[src/rtl/uad_pkg.sv]
`default_nettype none
// ----------------------------------------------------------------------------
// uad_pkg
// shared types, format codes, ascii constants and the decimal place table
// ----------------------------------------------------------------------------
package uad_pkg;

	localparam int VALUE_WIDTH = 32;

	typedef logic [VALUE_WIDTH-1:0] value_t;

	// number of decimal digits of the largest value
	function automatic int dec_digit_count();
		logic [VALUE_WIDTH+3:0] p;
		int n;
		p = (VALUE_WIDTH+4)'(10);
		n = 1;
		for (int i = 0; i < 20; i++) begin
			if (p <= (VALUE_WIDTH+4)'({VALUE_WIDTH{1'b1}})) begin
				n = n + 1;
				p = (VALUE_WIDTH+4)'(p * 10);
			end
		end
		return n;
	endfunction

	localparam int DEC_DIGITS = dec_digit_count();
	localparam int HEX_DIGITS = (VALUE_WIDTH + 3) / 4;
	localparam int IDX_W      = $clog2(DEC_DIGITS);

	typedef logic [IDX_W-1:0] idx_t;
	typedef value_t pow_tab_t [DEC_DIGITS];

	function automatic pow_tab_t pow10_table();
		pow_tab_t t;
		value_t p;
		p = value_t'(1);
		for (int i = 0; i < DEC_DIGITS; i++) begin
			t[i] = p;
			p = value_t'(p * 10);
		end
		return t;
	endfunction

	localparam pow_tab_t POW10 = pow10_table();

	localparam idx_t DEC_TOP = idx_t'(DEC_DIGITS - 1);
	localparam idx_t HEX_TOP = idx_t'(HEX_DIGITS - 1);

	// format codes
	localparam logic [1:0] FMT_DEC       = 2'd0;
	localparam logic [1:0] FMT_HEX_LOWER = 2'd1;
	localparam logic [1:0] FMT_HEX_UPPER = 2'd2;
	localparam logic [1:0] FMT_NONE      = 2'd3;

	localparam logic [6:0] ASCII_ZERO    = 7'd48;
	localparam logic [6:0] ASCII_UPPER_A = 7'd65;
	localparam logic [6:0] ASCII_LOWER_A = 7'd97;
	localparam logic [3:0] MAX_NUMERAL   = 4'd9;
	localparam logic [3:0] DIGIT_TEN     = 4'd10;

	function automatic logic [6:0] digit_ascii(logic [3:0] d, logic [1:0] fmt);
		logic [6:0] c;
		if (d <= MAX_NUMERAL) begin
			c = ASCII_ZERO + 7'(d);
		end else if (fmt == FMT_HEX_UPPER) begin
			c = ASCII_UPPER_A + 7'(d - DIGIT_TEN);
		end else begin
			c = ASCII_LOWER_A + 7'(d - DIGIT_TEN);
		end
		return c;
	endfunction

endpackage
`default_nettype wire

[src/rtl/unsigned_to_ascii_digits.sv]
`default_nettype none
// ----------------------------------------------------------------------------
// unsigned_to_ascii_digits
// converts an unsigned value to ascii digits, decimal or hex, msd first
//
// command port: start with value and func is taken when busy is low. func 0
// gives decimal, 1 lower-case hex, 2 upper-case hex; func 3 is dropped with
// no output and the block stays idle.
// each digit appears on digit_char for one cycle with strobe high; last is
// high on the final digit. a zero value gives the single digit '0'.
// the command is loaded first, then the leading place search steps up
// one place at a time (up to number of digits - 1 steps), then each digit
// is resolved a bit at a time by one shared compare-and-subtract unit,
// weights 8, 4, 2, 1 times the place value.
// the first strobe follows the search once all bits of the first digit are
// resolved; busy falls at the edge that registers the last digit, so a new
// item may start while that digit is shown.
// reset clears the sequencer and the strobe; the receiver cannot stall.
// ----------------------------------------------------------------------------
module unsigned_to_ascii_digits (
	input  wire logic                       clk,
	input  wire logic                       arst_n,
	input  wire logic                       start,
	output logic                            busy,
	input  wire logic [uad_pkg::VALUE_WIDTH-1:0] value,
	input  wire logic [1:0]                 func,
	output logic                            strobe,
	output logic [6:0]                      digit_char,
	output logic                            last
);

	localparam logic [1:0] ST_IDLE   = 2'd0;
	localparam logic [1:0] ST_SEARCH = 2'd1;
	localparam logic [1:0] ST_DIGIT  = 2'd2;

	localparam int EXT_W = uad_pkg::VALUE_WIDTH + 3;

	logic [1:0]            state_q;
	uad_pkg::value_t       rem_q;
	uad_pkg::idx_t         place_idx_q;
	logic [1:0]            bit_q;
	logic [3:0]            digit_q;
	logic [1:0]            fmt_q;
	logic                  strobe_q;
	logic [6:0]            char_q;
	logic                  last_q;

	uad_pkg::idx_t         idx_next;
	uad_pkg::idx_t         idx_top;
	uad_pkg::value_t       place_cur;
	uad_pkg::value_t       place_up;
	logic [EXT_W-1:0]      trial;
	logic                  fits;
	logic [3:0]            digit_new;

	function automatic uad_pkg::value_t place_value(uad_pkg::idx_t k, logic [1:0] fmt);
		uad_pkg::value_t p;
		if (fmt == uad_pkg::FMT_DEC) begin
			p = uad_pkg::POW10[k];
		end else begin
			p = uad_pkg::value_t'(1) << {k, 2'b00};
		end
		return p;
	endfunction

	assign idx_next  = place_idx_q + 1'b1;
	assign idx_top   = (fmt_q == uad_pkg::FMT_DEC) ? uad_pkg::DEC_TOP : uad_pkg::HEX_TOP;
	assign place_cur = place_value(place_idx_q, fmt_q);
	assign place_up  = (place_idx_q == idx_top) ? '0 : place_value(idx_next, fmt_q);

	// shared compare-and-subtract unit
	assign trial     = {3'b000, place_cur} << bit_q;
	assign fits      = (trial <= {3'b000, rem_q});
	assign digit_new = digit_q | (4'(fits) << bit_q);

	always_ff @(posedge clk or negedge arst_n) begin
		if (!arst_n) begin
			state_q     <= ST_IDLE;
			rem_q       <= '0;
			place_idx_q <= '0;
			bit_q       <= '0;
			digit_q     <= '0;
			fmt_q       <= uad_pkg::FMT_DEC;
			strobe_q    <= 1'b0;
			char_q      <= uad_pkg::ASCII_ZERO;
			last_q      <= 1'b0;
		end else begin
			strobe_q <= 1'b0;
			unique case (state_q)
				ST_IDLE: begin
					if (start && func != uad_pkg::FMT_NONE) begin
						state_q     <= ST_SEARCH;
						rem_q       <= value;
						fmt_q       <= func;
						place_idx_q <= '0;
					end
				end
				ST_SEARCH: begin
					if (place_idx_q != idx_top && place_up <= rem_q) begin
						place_idx_q <= idx_next;
					end else begin
						state_q <= ST_DIGIT;
						bit_q   <= 2'd3;
						digit_q <= '0;
					end
				end
				ST_DIGIT: begin
					if (fits) begin
						rem_q <= rem_q - trial[uad_pkg::VALUE_WIDTH-1:0];
					end
					if (bit_q == 2'd0) begin
						strobe_q <= 1'b1;
						char_q   <= uad_pkg::digit_ascii(digit_new, fmt_q);
						last_q   <= (place_idx_q == '0);
						digit_q  <= '0;
						bit_q    <= 2'd3;
						if (place_idx_q == '0) begin
							state_q <= ST_IDLE;
						end else begin
							place_idx_q <= place_idx_q - 1'b1;
						end
					end else begin
						digit_q <= digit_new;
						bit_q   <= bit_q - 1'b1;
					end
				end
				default: begin
					state_q <= ST_IDLE;
				end
			endcase
		end
	end

	assign busy       = (state_q != ST_IDLE);
	assign strobe     = strobe_q;
	assign digit_char = char_q;
	assign last       = last_q;

`ifndef ASSERT_OFF
	a_last_ends: assert property (@(posedge clk) disable iff (!arst_n)
		strobe && last |-> !busy)
		else $error("last digit shown while still busy");

	a_mid_busy: assert property (@(posedge clk) disable iff (!arst_n)
		strobe && !last |-> busy)
		else $error("non-final digit shown while idle");

	a_busy_from_start: assert property (@(posedge clk) disable iff (!arst_n)
		$rose(busy) |-> $past(start) && $past(func) != uad_pkg::FMT_NONE)
		else $error("conversion began without a valid start");

	a_char_range: assert property (@(posedge clk) disable iff (!arst_n)
		strobe |-> (digit_char >= uad_pkg::ASCII_ZERO && digit_char <= 7'd102))
		else $error("digit character out of range");

	a_strobe_needs_work: assert property (@(posedge clk) disable iff (!arst_n)
		strobe |-> $past(busy))
		else $error("digit produced without a running conversion");
`endif

endmodule
`default_nettype wire

[config.mk]
export PLATFORM = sky130hd
export DESIGN_NAME = unsigned_to_ascii_digits
export DESIGN_NICKNAME = d
export VERILOG_FILES = /design/src/rtl/uad_pkg.sv /design/src/rtl/unsigned_to_ascii_digits.sv
export SDC_FILE = /design/constraint.sdc
export NUM_CORES = 1
export LEC_CHECK = 0
export BUFFER_PORTS_ARGS = -buffer_cell sky130_fd_sc_hd__buf_4
export CAP_MARGIN = 20
export CORE_MARGIN = 2
export CORE_UTILIZATION = 64
export DETAILED_ROUTE_END_ITERATION = 8
export PLACE_DENSITY = 0.9
export SETUP_SLACK_MARGIN = 0.2
export SYNTH_ARGS = -nofsm -noshare
export SYNTH_HDL_FRONTEND = slang
export SYNTH_SLANG_ARGS = --single-unit
[constraint.sdc]
create_clock -name clk -period 6.7 [get_ports clk]
set_clock_uncertainty 0.05 [all_clocks]
set_input_delay 0 -clock clk [delete_from_list [all_inputs] [get_ports clk]]
set_output_delay 0 -clock clk [all_outputs]
set_load 0.01 [all_outputs]
Word-level counts from Yosys, hierarchy flattened:

Memory sizes are Yosys's and may differ from the RTL's.
Index checks and enable logic that the tools add are counted.

* register bits: 55
* ROM bits: 1024
* bits of input ports: 37
* output and inout port bits: 10
* word-level logic and storage cells: 91
* memories kept: 2

* add/sub/neg operators: 8
* magnitude comparators: 5
* equality and inequality tests: 13
* shift operators: 4
* muxes and demuxes: 31
* bitwise operators: 3
* reductions and logical operators: 16

Memories
* (no name shown): words 16, width 32, read ports 1, clocked after memory_dff 0, write ports 0, line unsigned_to_ascii_digits.sv:59 `p = uad_pkg::POW10[k];`
* (no name shown): words 16, width 32, read ports 1, clocked after memory_dff 0, write ports 0, line unsigned_to_ascii_digits.sv:59

Operators with widths (count)
* 32-bit two-way mux: 9
* 32-bit one-hot mux with 2 select lines: 1
* 1-bit by 6-bit left shift with 32-bit output, first input constant: 2
* 35-bit by 32-bit <= comparator with 1-bit output: 1
* 32-bit by 2-bit left shift with 35-bit output: 1
* 32-bit <= comparator: 1
* 32-bit subtractor: 1
* 4-bit two-way mux: 7
* 2-bit inequality test, second input constant: 8
* 7-bit two-way mux: 2
* 2-bit two-way mux: 6
* 4-bit one-hot mux with 3 select lines: 1
* 5-bit >= comparator, second input constant: 2
* 4-bit inverter with 5-bit output: 2
* 4-bit one-hot mux with 2 select lines: 1
* 6-bit by 4-bit adder with 7-bit output, first input constant: 1
* 6-bit by 5-bit adder with 7-bit output, first input constant: 1
* 7-bit adder, first input constant: 1
* 2-bit zero test: 3
* 2-bit one-hot mux with 3 select lines: 1
* 2-bit AND reduction: 3
* 2-bit nonzero test: 3
* 5-bit AND reduction: 1
* 4-bit by 4-bit subtractor with 5-bit output, second input constant: 1
* other kinds (17): 20

Logic depth before layout (Yosys ltp):

Gate-level depths: netlist of the first run.

* depth in word-level cells: 13
* mapped depth: 33
* mapped depth without buffers: 28

Least setup slack after synthesis of the first run:

Ideal clock, no wire load.

* path type: register to register
* start point: register place_idx_q[1]
* end point: register char_q[4] (netlist: digit_char[4])
* data arrival time: 5.651 ns
* setup slack: 0.919 ns
* stages on the path, launching flop included: 34
* path through: dfrtp_1 > clkbuf_1 > clkbuf_1 > inv_1 > ha_1 > clkbuf_1 > a21oi_1 > nor2_1 > a31oi_1 > o21ai_0 > nor2_1 > a21oi_1 > and2_1 > a21o_1 > ha_1 > clkbuf_1 > a211oi_1 > nor2_1 > a21oi_1 > a211oi_2 > or3_1 > and2_4 > buf_6 > o21bai_1 > inv_1 > ha_1 > nor2b_1 > a21oi_1 > o21ai_0 > a31oi_1 > nand3_1 > or3b_2 > xnor2_1 > o22a_1

* longest elaborated chain between the ends: 13

Ends and longest elaborated chain
* start, declared: line unsigned_to_ascii_digits.sv:40 `uad_pkg::idx_t place_idx_q;`
* start signal, assigned: line unsigned_to_ascii_digits.sv:100 `place_idx_q <= idx_next;`
* start signal, assigned: line unsigned_to_ascii_digits.sv:120 `place_idx_q <= place_idx_q - 1'b1;`
* 4-bit inverter with 5-bit output (not written as such): line unsigned_to_ascii_digits.sv:59
* memory 16 x 32 bit
* 32-bit two-way mux (not written as such) (2 in series): line unsigned_to_ascii_digits.sv:59
* 32-bit two-way mux *: line unsigned_to_ascii_digits.sv:58 `if (fmt == uad_pkg::FMT_DEC) begin`
* 32-bit by 2-bit left shift with 35-bit output *: line unsigned_to_ascii_digits.sv:72 `assign trial = {3'b000, place_cur} << bit_q;`
* 35-bit by 32-bit <= comparator with 1-bit output *: line unsigned_to_ascii_digits.sv:73 `assign fits = (trial <= {3'b000, rem_q});`
* 1-bit by 2-bit left shift with 4-bit output *: line unsigned_to_ascii_digits.sv:74 `assign digit_new = digit_q | (4'(fits) << bit_q);`
* 4-bit bitwise OR *: line unsigned_to_ascii_digits.sv:74
* 4-bit by 4-bit subtractor with 5-bit output: line uad_pkg.sv:67, uad_pkg.sv:69
* 7-bit adder or 6-bit by 5-bit adder with 7-bit output (tied branches): line uad_pkg.sv:67, uad_pkg.sv:69
* 7-bit two-way mux: line uad_pkg.sv:66 `end else if (fmt == FMT_HEX_UPPER) begin`
* 7-bit two-way mux *: line uad_pkg.sv:64 `if (d <= MAX_NUMERAL) begin`
* end signal, assigned: line unsigned_to_ascii_digits.sv:85 `char_q <= uad_pkg::ASCII_ZERO;`
* end signal, assigned: line unsigned_to_ascii_digits.sv:113 `char_q <= uad_pkg::digit_ascii(digit_new, fmt_q);`
* end, declared: line unsigned_to_ascii_digits.sv:45 `logic [6:0] char_q;`

Mark *: on every way between the ends. The rest lies on a longest branch, timed or not. The select of a mux whose other input is x is not followed.
A chain may end at the register's enable or synchronous reset.

Worst setup path after layout of the first run:

* start point: register place_idx_q[0]
* end point: register char_q[4] (netlist: digit_char[4])

Same word-level chain as after synthesis.

==> flow_metrics.tcl, run 1 <==
set metrics [dict create \
    synth_cells 1027 \
    layout_min_cycle_time_ns 6.19 \
    n_antenna_cell 0 \
    rsz0062_at_grt "false" \
    cts_root_buf "clkbuf_16" \
    die_y_um 115 \
    place_hpwl_um 16400 \
    yosys.cell_count.top_type "ha_1" \
    max_freq_mhz 161 \
    rows 40 \
    hold_path_class "in -> reg" \
    overflow 0 \
    io_buffers 46 \
    placeableCoreArea_um2 12000 \
    yosys.area.top_type_share_pct 18.1 \
    slowest_delay_ns 0.51 \
    cpMaxStageDelayCell "or3b_2" \
    ys_seq_area_share_pct 17.5 \
    netlist_top_cells_count "ha_1 (114), a21oi_1 (97), inv_1 (82)" \
    critPathKind "reg -> reg" \
    die_x_um 115 \
    relSlewSlack_pct 47.4 \
    dp.cells 1178 \
    hold_end "rem_q[17]$_DFFE_PN0P_" \
    async_flop_share_pct 100 \
    fin_setup_tns_ns 0 \
    area_delta_synth_final_pct 11.2 \
    vias 7855 \
    grt.total_usage_pct 35.0 \
    cp.arrival_ns 6.41 \
    ff2ff_setup_slack_ns 0.51 \
    synth_warnings 0 \
    worst_slew_pin_slew_ns 0.789 \
    pin_count 47 \
    reg2reg_depth 28 \
    max-vdd-ir-drop_uv 299 \
    initial_utilization_pct 65.5 \
    startpoint_type "flip-flop" \
    synth_cell_types 78 \
    drv_slew 0 \
    grt_pass1_vias 7400 \
    ant_nets 0 \
    wire_per_inst_um 18.3 \
    cts_buffers 5 \
    grt_pass1_wl_um 37200 \
    clk_pin_slew_ns 0.08 \
    worst-path-max-fanout 11 \
    run_status "finished clean" \
    clkLatencyLatePin_ns 0.32 \
    firstDrtPassIters 6 \
    drc_errors 0 \
    drt-vias-per-instance 6.43 \
    synth-edff-count 0 \
    ys_seq_elements 55 \
    drt_iter0_markers 819 \
    synth_area_leaders "ha_1 (18%), dfrtp_1 (17%), a21oi_1 (6.2%), mux2i_1 (4.2%), inv_1 (3.9%)" \
    r2r_end "digit_char[4]$_DFFE_PN1P_" \
    min_from "value[17]" \
    fin_nets 1225 \
    hold_viol_final 0 \
    syn_nets 1179 \
    power.density_nw_per_um2 478 \
    routed_wl_um 22400 \
    clock_path_buffers 2 \
    grt_antenna_before_repair 0 \
    htreeDepth 2 \
    clock_sinks 55 \
    avgSynthCellArea_um2 7.66 \
    rr_startpoint "place_idx_q[0]$_DFFE_PN0P_" \
    path_common_cell "a21oi_1" \
    netlist_area_um2 7870 \
    finalSetupViolCount 0 \
    min_path_cells 4 \
    instances_no_fill 1221 \
    synth_area_leader_cell "ha_1" \
    tritoncts "built" \
    die_area_um2 13200 \
    power.leakage_nw 4.05 \
    maxCapViolCount 0 \
    fin_crit_sh_pct 92.5 \
    drive_gt1_share_pct 13.3 \
    crit_path_end_kind "flip-flop" \
    worst-endpoint-required_ns 6.91 \
    grt_max_degree 56 \
    place.gp.congestion 1.02 \
    synthFlopType "dfrtp_1" \
]
[repair_timing]
| action | CTS | global route |
|---|---|---|
| endpoints found under the setup margin | 0 | 4 |
| hold buffers | 34 | 0 |
| setup buffers | 0 | 1 |
| endpoints found under the hold margin | 84 | 0 |
| resized for setup | 0 | 4 |
[final cells by class]
type,count,area (um2)
Multi-Input combinational cell,828,5900
Fill cell,917,3260
Sequential cell,55,1380
Timing Repair Buffer,96,806
Inverter,87,327
Tap cell,147,184
Clock buffer,5,125
Clock inverter,3,25.0
[how the worst max path moves through the flow]
| stage | from | to | slack, ns |
|---|---|---|---|
| 3_3_place_gp | place_idx_q[1]$_DFFE_PN0P_ | digit_char[4]$_DFFE_PN1P_ | 0.67 |
| 2_1_floorplan | place_idx_q[1]$_DFFE_PN0P_ | digit_char[4]$_DFFE_PN1P_ | 0.92 |
| 4_1_cts | place_idx_q[1]$_DFFE_PN0P_ | digit_char[4]$_DFFE_PN1P_ | 0.47 |
| 3_5_place_dp | place_idx_q[1]$_DFFE_PN0P_ | digit_char[4]$_DFFE_PN1P_ | 0.53 |
| 6_report | place_idx_q[0]$_DFFE_PN0P_ | digit_char[4]$_DFFE_PN1P_ | 0.51 |
| 5_1_grt | place_idx_q[0]$_DFFE_PN0P_ | digit_char[4]$_DFFE_PN1P_ | 0.19 |
[kinds of logic after synthesis]
| family | synth area share (%) |
|---|---|
| simple gates | 20.2 |
| buf+inv | 7.68 |
| fa+ha+maj | 18.4 |
| compound gates | 27.5 |
| flops | 17.5 |
| xor+xnor | 4.12 |
| mux | 4.67 |
[where the power goes]
| part | internal, mW | switching, mW | total [mW] |
|---|---|---|---|
| clock network | 0.142 | 0.145 | 0.287 |
| logic | 1.26 | 1.98 | 3.24 |
| registers | 0.482 | 0.174 | 0.656 |
[sequential cells by signal, summed over array words and instances, names as in the netlist]
register / cells
state_q: 2
bit_q: 2
rem_q: 32
strobe: 1
fmt_q: 2
last: 1
digit_q: 4
digit_char: 7
place_idx_q: 4
[stage by stage]
step	setup slack, ns	utilization (%)	area, um2	hold WS (ns)	power (mW)
3_3_place_gp	0.671	68.6	8240	0.0532	3.67
2_1_floorplan	0.919	-	7870	-0.346	3.09
5_1_grt	0.191	72.8	8750	0.0321	4.55
4_1_cts	0.467	72.7	8730	0.00542	4.08
3_5_place_dp	0.530	68.6	8240	0.0610	3.74
6_report	0.506	72.8	8750	0.00655	4.18
[critical path: cells and delay by family (launching register included)]
kind | cells | cell delay, ns
and+or+nand+nor | 10 | 2.13
AOI/OAI and AO/OA | 12 | 1.89
adders and majority gates | 3 | 1.00
buffers and inverters | 2 | 0.46
DFF | 1 | 0.44
xor gates and xnor gates | 1 | 0.18
[layout by cell type, fill, tap and decap left out, drive strengths merged, types with 4 or more instances in the layout]
| cell | count |
|---|---|
| a21oi | 121 |
| ha | 114 |
| nor2 | 103 |
| inv | 85 |
| nand2 | 80 |
| buf | 62 |
| dfrtp | 53 |
| o21ai | 49 |
| a21o | 35 |
| dlygate4sd3 | 34 |
| nand3 | 33 |
| mux2i | 33 |
| nor3 | 21 |
| xor2 | 19 |
| xnor2 | 18 |
| a31oi | 13 |
| nor4 | 12 |
| a211oi | 12 |
| nand4 | 11 |
| nor2b | 11 |
| o21a | 10 |
| and3 | 10 |
| and2 | 9 |
| a22o | 7 |
| o22ai | 7 |
| o221ai | 7 |
| and4 | 7 |
| nand2b | 7 |
| o31ai | 6 |
| or2 | 5 |
| or3 | 5 |
| a21boi | 5 |
| clkbuf | 5 |
| o41ai | 5 |
| clkinv | 4 |
| o211ai | 4 |
| o21bai | 4 |
| o22a | 4 |
| a2111oi | 4 |
[metal layers]
layer,vias up,global-route usage [%],part of all wire (%)
li1,3765,-,-
met1,3647,47.4,44
met2,388,57.6,46
met3,55,5.85,8.0
met4,0,10.0,2.8
met5,-,0,0
No activity file was read; power rests on OpenSTA's default activity.
==> inputs of run 2 (changes only) <==
--- a/config.mk
+++ b/config.mk
@@ -7,10 +7,12 @@
 export LEC_CHECK = 0
 export BUFFER_PORTS_ARGS = -buffer_cell sky130_fd_sc_hd__buf_4
 export CAP_MARGIN = 20
+export CELL_PAD_IN_SITES_DETAIL_PLACEMENT = 1
+export CELL_PAD_IN_SITES_GLOBAL_PLACEMENT = 1
 export CORE_MARGIN = 2
-export CORE_UTILIZATION = 64
+export CORE_UTILIZATION = 47
 export DETAILED_ROUTE_END_ITERATION = 8
-export PLACE_DENSITY = 0.9
+export PLACE_DENSITY = 0.89
 export SETUP_SLACK_MARGIN = 0.2
 export SYNTH_ARGS = -nofsm -noshare
 export SYNTH_HDL_FRONTEND = slang
==> run 2 against run 1 <==
Compared with the run above:
- core utilization fell by 19 points
- sequential cell count is the same
- non-clock buffer count up 8
- hold slack worse by 0.0015 ns
- global-route usage fell by 4.3 points
- register-to-register slack improved by 0.03 ns
- fmax rose by 0.47%
- critical endpoint unchanged
==> flow_metrics.tcl, run 2 (synthesis gave the netlist of run 1 again) <==
set metrics [dict create \
    grt_pass1_vias 8286 \
    stdcell_area_um2 8900 \
    vias 8075 \
    overflow 0 \
    clock_sinks 55 \
    grt_max_degree 56 \
    maxCapViolCount 0 \
    rr_startpoint "place_idx_q[2]$_DFFE_PN0P_" \
    pin_count 47 \
    tritoncts "built" \
    largest_reg_flops 32 \
    drc_errors 0 \
    fin_nets 1233 \
    pwr-share-clk_pct 7.0 \
    worst-path-max-fanout 13 \
    worst-endpoint-required_ns 6.90 \
    die_x_um 133 \
    relSlewSlack_pct 42.6 \
    fin_hold_ws_ns 0.00504 \
    top_regs "rem_q (32), digit_char (7)" \
    drive_gt1_share_pct 14.0 \
    layout_min_cycle_time_ns 6.17 \
    place_hpwl_um 20000 \
    startpoint_type "flip-flop" \
    max_freq_mhz 162 \
    cts_root_buf "clkbuf_16" \
    rows 47 \
    switching_power_mw 2.45 \
    power.density_nw_per_um2 489 \
    layout_common_cells "ha_1 (113), a21oi_1 (97), inv_1 (82), nand2_1 (79), nor2_1 (79)" \
    hold_viol_final 0 \
    critPathKind "reg -> reg" \
    min_from "start" \
    min_path_cells 4 \
    clk_pin_slew_ns 0.08 \
    io_buffers 46 \
    reg2reg_depth 26 \
    clkLatencyLatePin_ns 0.33 \
    p_int_mw 1.91 \
    ff2ff_setup_slack_ns 0.53 \
    die_y_um 133 \
    drt-vias-per-instance 6.20 \
    cts_buffers 5 \
    crit_path_end_kind "flip-flop" \
    die_area_um2 17800 \
    max-vdd-ir-drop_uv 223 \
    drt_iter0_markers 609 \
    clock_path_buffers 2 \
    r2r_end "digit_char[4]$_DFFE_PN1P_" \
    worst_slew_pin_slew_ns 0.862 \
    grt_antenna_before_repair 0 \
    area_delta_synth_final_pct 13.1 \
    firstDrtPassIters 5 \
    place.gp.congestion 0.938 \
    fin_setup_tns_ns 0 \
    grt.total_usage_pct 30.7 \
    power.leakage_nw 4.09 \
    drv_slew 0 \
    rsz0062_at_grt "false" \
    comb_power_share_pct 78.2 \
    fin_crit_sh_pct 92.0 \
    wire_per_inst_um 21.0 \
    run_status "finished clean" \
    p_seq_share_pct 14.8 \
    largest-register "rem_q" \
    cp.arrival_ns 6.36 \
    placeableCoreArea_um2 16500 \
    ant_nets 0 \
    grt_pass1_wl_um 44000 \
    layout_commonest_cell "ha_1" \
    initial_utilization_pct 47.8 \
    hold_path_class "in -> reg" \
    swShare_pct 56.2 \
    hold_end "fmt_q[0]$_DFFE_PN0P_" \
    finalSetupViolCount 0 \
    place_area_um2 8390 \
    routed_wl_um 27300 \
    htreeDepth 2 \
]
[run 2: changes by cell type in the layout (fill, tap and decap cells not counted), sizes merged]
| cell | previous run | this run |
|---|---|---|
| buf | 62 | 70 |
| clkinv | 4 | 3 |
| clkinvlp | 1 | 2 |
| diode | 0 | 1 |
[run 2: area by class of cell]
type / instances / area [um2]
multi-input cells: 828 / 5900
well taps: 220 / 275
clock buffers: 5 / 125
clock inverters: 3 / 27.5
fillers: 2066 / 7560
inverters: 87 / 330
diodes: 1 / 2.50
repair buffers: 104 / 866
flip-flops and latches: 55 / 1380
[run 2: metal layers]
metal  up-vias  share of wire, %  global-route usage, %
met4         0               2.9                   9.57
met5         -                 0                      0
li1       3769                 -                      -
met1      4006                44                   39.0
met3        60               4.8                   4.34
met2       240                49                   53.7
[run 2: worst max path at each step]
stage / endpoint / depth (start not counted) / slack [ns] / startpoint
after floorplan: digit_char[4]$_DFFE_PN1P_ / 33 / 0.92 / place_idx_q[1]$_DFFE_PN0P_
after global placement: digit_char[4]$_DFFE_PN1P_ / 25 / 0.73 / place_idx_q[1]$_DFFE_PN0P_
after detailed placement: digit_char[4]$_DFFE_PN1P_ / 25 / 0.48 / place_idx_q[1]$_DFFE_PN0P_
after CTS: digit_char[4]$_DFFE_PN1P_ / 25 / 0.43 / place_idx_q[1]$_DFFE_PN0P_
after global routing: digit_char[4]$_DFFE_PN1P_ / 26 / 0.21 / place_idx_q[2]$_DFFE_PN0P_
final: digit_char[4]$_DFFE_PN1P_ / 26 / 0.53 / place_idx_q[2]$_DFFE_PN0P_
[run 2: what timing repair did]
| item | in CTS | in global routing |
|---|---|---|
| hold endpoints to repair | 85 | 0 |
| buffers inserted | 0 | 1 |
| gates resized for setup | 0 | 3 |
| setup endpoints to repair | 0 | 4 |
| hold buffers | 34 | 0 |
[run 2: critical path, cell delays in order, from the launching register on]
cell        delay, ns
dfrtp_1          0.35
buf_4            0.21
clkinvlp_4       0.23
ha_1             0.27
mux2i_1          0.28
nor3_1           0.08
a21oi_1          0.21
nor2_1           0.10
a21o_1           0.20
ha_1             0.38
a21oi_1          0.21
o21ai_0          0.16
a211oi_2         0.45
nor2_1           0.17
or3_1            0.39
and2_4           0.19
o21bai_1         0.22
inv_1            0.14
ha_1             0.23
nor2b_1          0.17
a21oi_1          0.16
o21ai_0          0.10
a31oi_1          0.14
nand3_1          0.18
or3b_2           0.51
xnor2_1          0.14
o22a_1           0.16
[run 2: metrics by stage]
| stage | utilization (%) | cells | worst slack (ns) | power [mW] |
|---|---|---|---|---|
| after floorplan | - | 1027 | 0.919 | 3.09 |
| after global placement | 50.9 | 1259 | 0.733 | 3.78 |
| after detailed placement | 50.9 | 1259 | 0.475 | 3.91 |
| after CTS | 53.9 | 1301 | 0.430 | 4.26 |
| after global routing | 54.1 | 1302 | 0.210 | 4.71 |
| final | 54.1 | 1303 | 0.535 | 4.36 |
[run 2: power by group through the flow]
stage	clock network (mW)	registers, mW	logic, mW
final	0.306	0.646	3.41
after global routing	0.319	0.668	3.72
after CTS	0.304	0.640	3.32
after global placement	0	0.635	3.14
after detailed placement	0	0.646	3.26
after floorplan	0	0.598	2.49
